[config.mk]
export PLATFORM = sky130hd
export DESIGN_NAME = wpi_ctrl
export DESIGN_NICKNAME = d
export VERILOG_FILES = /design/src/design/wpi_pkg.sv /design/src/design/wpi_ctrl.sv
export SDC_FILE = /design/constraint.sdc
export NUM_CORES = 1
export LEC_CHECK = 0
export ABC_AREA = 1
export BUFFER_PORTS_ARGS = -buffer_cell sky130_fd_sc_hd__buf_2
export CORE_ASPECT_RATIO = 0.8
export CORE_MARGIN = 1
export CORE_UTILIZATION = 40
export DETAILED_ROUTE_END_ITERATION = 12
export PLACE_DENSITY_LB_ADDON = 0.05
export SYNTH_ARGS = -nofsm -noshare
export SYNTH_HDL_FRONTEND = slang
export SYNTH_SLANG_ARGS = --single-unit
[constraint.sdc]
create_clock -name clock -period 4 [get_ports clock]
set_input_delay 0.4 -clock clock [delete_from_list [all_inputs] [get_ports clock]]
set_output_delay 0.4 -clock clock [all_outputs]
set_load 0.005 [all_outputs]
[src/design/wpi_pkg.sv]
`default_nettype none
package wpi_pkg;

   localparam logic [1:0] CSR_LOOP_ENABLE    = 2'd0;
   localparam logic [1:0] CSR_WAYPOINT_COUNT = 2'd1;
   localparam logic [1:0] CSR_MIN_INTERVAL   = 2'd2;

   localparam logic ACT_TICK = 1'b0;
   localparam logic ACT_LOAD = 1'b1;

   typedef struct packed {
      logic               action;
      logic [3:0]         entry_index;
      logic [31:0]        time_value;
      logic signed [31:0] pos_x;
      logic signed [31:0] pos_y;
      logic signed [31:0] pos_z;
      logic signed [15:0] roll_angle;
      logic signed [15:0] pitch_angle;
      logic signed [15:0] yaw_angle;
   } req_type;

   typedef struct packed {
      logic signed [31:0] out_x;
      logic signed [31:0] out_y;
      logic signed [31:0] out_z;
      logic signed [15:0] out_roll;
      logic signed [15:0] out_pitch;
      logic signed [15:0] out_yaw;
   } rsp_type;

   typedef struct packed {
      logic [31:0] tm;
      logic [31:0] x;
      logic [31:0] y;
      logic [31:0] z;
      logic [15:0] roll;
      logic [15:0] pitch;
      logic [15:0] yaw;
   } entry_type;

   typedef struct packed {
      logic accept_tick;
      logic load;
      logic ld_cur;
      logic ld_prev;
      logic ld_t_now;
      logic ld_t_rem;
      logic div_mod;
      logic div_ratio;
      logic ld_r;
      logic clr_r;
      logic mul;
      logic add;
   } cmd_type;

   typedef struct packed {
      logic is_load;
      logic tick_pass;
      logic n_one;
      logic loop_on;
      logic now_ge_end;
      logic t_le;
      logic div_done;
   } stat_type;

endpackage
`default_nettype wire

[src/design/wpi_ctrl.sv]
`default_nettype none
module wpi_ctrl #(
   parameter int MAX_WAYPOINTS = 16
) (
   input  wire logic                             clock,
   input  wire logic                             reset,
   input  wire logic                             start,
   input  wire wpi_pkg::stat_type                stat,
   input  wire logic [$clog2(MAX_WAYPOINTS)-1:0] last_idx,
   output wpi_pkg::cmd_type                      cmd,
   output logic [$clog2(MAX_WAYPOINTS)-1:0]      rd_addr,
   output logic                                  busy,
   output logic                                  rsp_valid
);
   localparam int AW = $clog2(MAX_WAYPOINTS);

   typedef enum logic [3:0] {
      ST_IDLE, ST_END, ST_MOD, ST_SRCH0, ST_SRCH, ST_SETUP, ST_RATIO, ST_ONE,
      ST_MUL, ST_ADD
   } state_type;

   state_type      state_ff, state_in;
   logic [AW-1:0]  i_ff, i_in;
   logic           valid_ff;

   always_comb begin
      cmd      = '0;
      rd_addr  = '0;
      state_in = state_ff;
      i_in     = i_ff;
      unique case (state_ff)
         ST_IDLE: begin
            if (start) begin
               if (stat.is_load) begin
                  cmd.load = 1'b1;
               end else if (stat.tick_pass) begin
                  cmd.accept_tick = 1'b1;
                  rd_addr  = stat.n_one ? '0 : last_idx;
                  state_in = stat.n_one ? ST_ONE : ST_END;
               end
            end
         end
         ST_END: begin
            cmd.ld_cur = 1'b1;
            if (stat.loop_on) begin
               cmd.div_mod = 1'b1;
               state_in    = ST_MOD;
            end else if (stat.now_ge_end) begin
               cmd.ld_prev = 1'b1;
               cmd.clr_r   = 1'b1;
               state_in    = ST_MUL;
            end else begin
               cmd.ld_t_now = 1'b1;
               state_in     = ST_SRCH0;
            end
         end
         ST_MOD: begin
            if (stat.div_done) begin
               cmd.ld_t_rem = 1'b1;
               state_in     = ST_SRCH0;
            end
         end
         ST_SRCH0: begin
            cmd.ld_prev = 1'b1;
            i_in        = AW'(1);
            rd_addr     = AW'(1);
            state_in    = ST_SRCH;
         end
         ST_SRCH: begin
            if (stat.t_le) begin
               cmd.ld_cur = 1'b1;
               state_in   = ST_SETUP;
            end else if (i_ff == last_idx) begin
               cmd.ld_prev = 1'b1;
               cmd.clr_r   = 1'b1;
               state_in    = ST_MUL;
            end else begin
               cmd.ld_prev = 1'b1;
               i_in        = i_ff + AW'(1);
               rd_addr     = i_ff + AW'(1);
            end
         end
         ST_SETUP: begin
            cmd.div_ratio = 1'b1;
            state_in      = ST_RATIO;
         end
         ST_RATIO: begin
            if (stat.div_done) begin
               cmd.ld_r = 1'b1;
               state_in = ST_MUL;
            end
         end
         ST_ONE: begin
            cmd.ld_prev = 1'b1;
            cmd.ld_cur  = 1'b1;
            cmd.clr_r   = 1'b1;
            state_in    = ST_MUL;
         end
         ST_MUL: begin
            cmd.mul  = 1'b1;
            state_in = ST_ADD;
         end
         ST_ADD: begin
            cmd.add  = 1'b1;
            state_in = ST_IDLE;
         end
         default: state_in = ST_IDLE;
      endcase
   end

   always_ff @(posedge clock) begin
      if (reset) begin
         state_ff <= ST_IDLE;
         i_ff     <= '0;
         valid_ff <= 1'b0;
      end else begin
         state_ff <= state_in;
         i_ff     <= i_in;
         valid_ff <= (state_ff == ST_ADD);
      end
   end

   assign busy      = (state_ff != ST_IDLE);
   assign rsp_valid = valid_ff;
endmodule
`default_nettype wire

==> results.toml <==
[outcome]
status = "complete, no violations"

[die]
boundaryPins = 32
initial_utilization_pct = 44.9
fp.dieH_um = 41.4
die-area_sq_mm = 0.00212
die_w_um = 51.2
rows = 13
fp.coreArea_sq_mm = 0.00172

[logic_synthesis]
yosysSeqAreaShare_pct = 23.3
synth_top_area_share_pct = 23.3
synth_fp_nets = 145
syn_inst = 130
netlist_area_sq_um = 774
syn_avg_cell_area_sq_um = 5.96
synth_top_area_cell = "dfxtp_1"
synth.area.top_cells = "dfxtp_1, nand2_1, nand3_1, inv_1, nor2_1"
ys_types = 24
ys_warn_count = 0
ys_seq_elements = 9

[clock_tree]
path_clk_slew_ns = 0.06
cts_buffers = 3
cts_sinks = 9
clockRootBuffer = "clkbuf_4"
cts_tree = "built"
clock_latency_ns = 0.26
post_cts.repair.setup_buffers = 0
cts_hold_buffers = 0
cts.path.max_buffers = 2
cts_resized = 0
h-tree-depth = 1

[layout]
n_antenna_cell = 0
drive_gt1_share_pct = 28.7
nets = 180
syn_to_final_growth_pct = 25.5
layout_commonest_cell = "nand2_1"
final_util_pct = 56.4
final_cell_mix = "nand2_1, buf_2, inv_1"

[timing]
hold_violations = 0
setup_violations = 0
skew_ns = 0.00693
clock.fmax_mhz = 464
rsz0062_at_grt = "no"
slew_headroom_pct = 75.6
setup_tns_ns = 0
layout_min_cycle_time_ns = 2.15
worstMarginPinSlew_ns = 0.363
slew_viol_final = 0
fin_crit_sh_pct = 53.9

[pwr]
pwr-share-seq_pct = 25.6
p_sw_share_pct = 49.6
pwr_density_cell_mw_per_mm2 = 536
p_leak_nw = 0.555
p_switching_mw = 0.258
clkPwrFrac_pct = 13.3
ir_drop_mv = 0.388
power.internal_mw = 0.263
combinationalPowerShare_pct = 61.0

[setup_path]
crit_required_ns = 3.60
worst-setup-path-type = "reg2out"
critPathBufInv = 2
slowest_stage = "dfxtp_1"
crit_arrival_ns = 1.75
crit_path_start_kind = "flip-flop"
worstPathMaxFanout = 11
critPathMaxStageDelay_ns = 0.45
critPathCaptureType = "output pin"
path_cells = "inv_2 > nor2_4 > nand2_2 > nor2_4 > nand2_2 > nand2_1 > nand2_1 > o21ai_0 > buf_2"
crit_family = "simple AND/OR/NAND/NOR gates"

[global_routing]
grt_max_degree = 12
grtUsageTotal_pct = 20.3
busiest_layer = "met2"
grt_use_met3_pct = 2.17
grt_pass1_vias = 705
antenna_found_initial = 0
grt_pass1_wl_um = 3090
grt_overflow = 0
met1_usage_pct = 28.6
use_met2_pct = 32.2

[place]
place_congestion = 0.881
io_buffers = 31
hpwl_um = 1640

[route]
dr.pass1.iters = 4
drc = 0
drtAntennaViolNets = 0
vias = 964
via_per_inst = 5.18
avgRoutedWirePerCell_um = 11.0
wl_um = 2050
dr.first_iter.drc_count = 36

[min_path]
hold_path_class = "in2reg"

[flow_run]
drv_cap = 0
## worst paths after layout
kind | cells after the start | end | slack (ns) | start
setup reg to reg | 7 | i_ff[0] | 2.54 | state_ff[2]
hold / removal | 2 | i_ff[2] | 0.40 | reset
hold reg to reg | 2 | i_ff[1] | 0.54 | i_ff[1]
setup / recovery | 9 | rd_addr[0] | 1.85 | state_ff[2]
## registers in the layout, indices dropped and copies added, names as in the netlist
name,flops
i_ff,4
rsp_valid,1
state_ff,4
## cell usage after synthesis, drive strengths merged
cell type and n:
o21ai 4, nand4 1, dfxtp 9, o211ai 1
nand2 36, ha 1, xor2 2, a21oi 8
nor3 6, buf 1, nand3b 2, nor2 19
nand3 17, inv 21, nor4 1, or2 1
## cell type report
type	instances	area, sq um
clock buffer	4	26.3
multi-input combinational	99	504
inverter	21	78.8
fill	193	752
tap	22	27.5
sequential	9	180
timing repair buffer	31	155
## per-stage QoR
step / cells / hold WS, ns / power [mW] / area [sq um] / worst slack [ns]
final: 186 / 0.405 / 0.521 / 972 / 1.85
after global routing: 186 / 0.403 / 0.568 / 972 / 1.71
after CTS: 186 / 0.397 / 0.519 / 972 / 1.86
after detailed placement: 182 / 0.522 / 0.449 / 946 / 2.15
after global placement: 182 / 0.519 / 0.446 / 946 / 2.16
after floorplan: 130 / 0.469 / 0.359 / 774 / 2.42
## per-layer routing
metal	vias to the layer above	share of wire [%]	wire, um
met5	-	0	0
met4	0	0.59	12
met3	2	7.8	159
met2	47	40	827
li1	490	-	-
met1	425	51	1050
## cells by family after synthesis
logic type / after synthesis / share of synthesized area [%]
simple gates: 83 / 51.0
buf+inv: 22 / 11.6
compound gates: 13 / 10.2
flops: 9 / 23.3
xor+xnor: 2 / 2.26
fa+ha+maj: 1 / 1.62
## power by group through the flow
stage	clock, mW	sequential, mW	combinational, mW
6_report	0.0695	0.134	0.318
5_1_grt	0.0768	0.136	0.355
4_1_cts	0.0718	0.133	0.314
3_5_place_dp	0	0.135	0.314
3_3_place_gp	0	0.134	0.312
2_1_floorplan	0	0.129	0.230
Note: power is estimated with default switching activity, not from simulation.
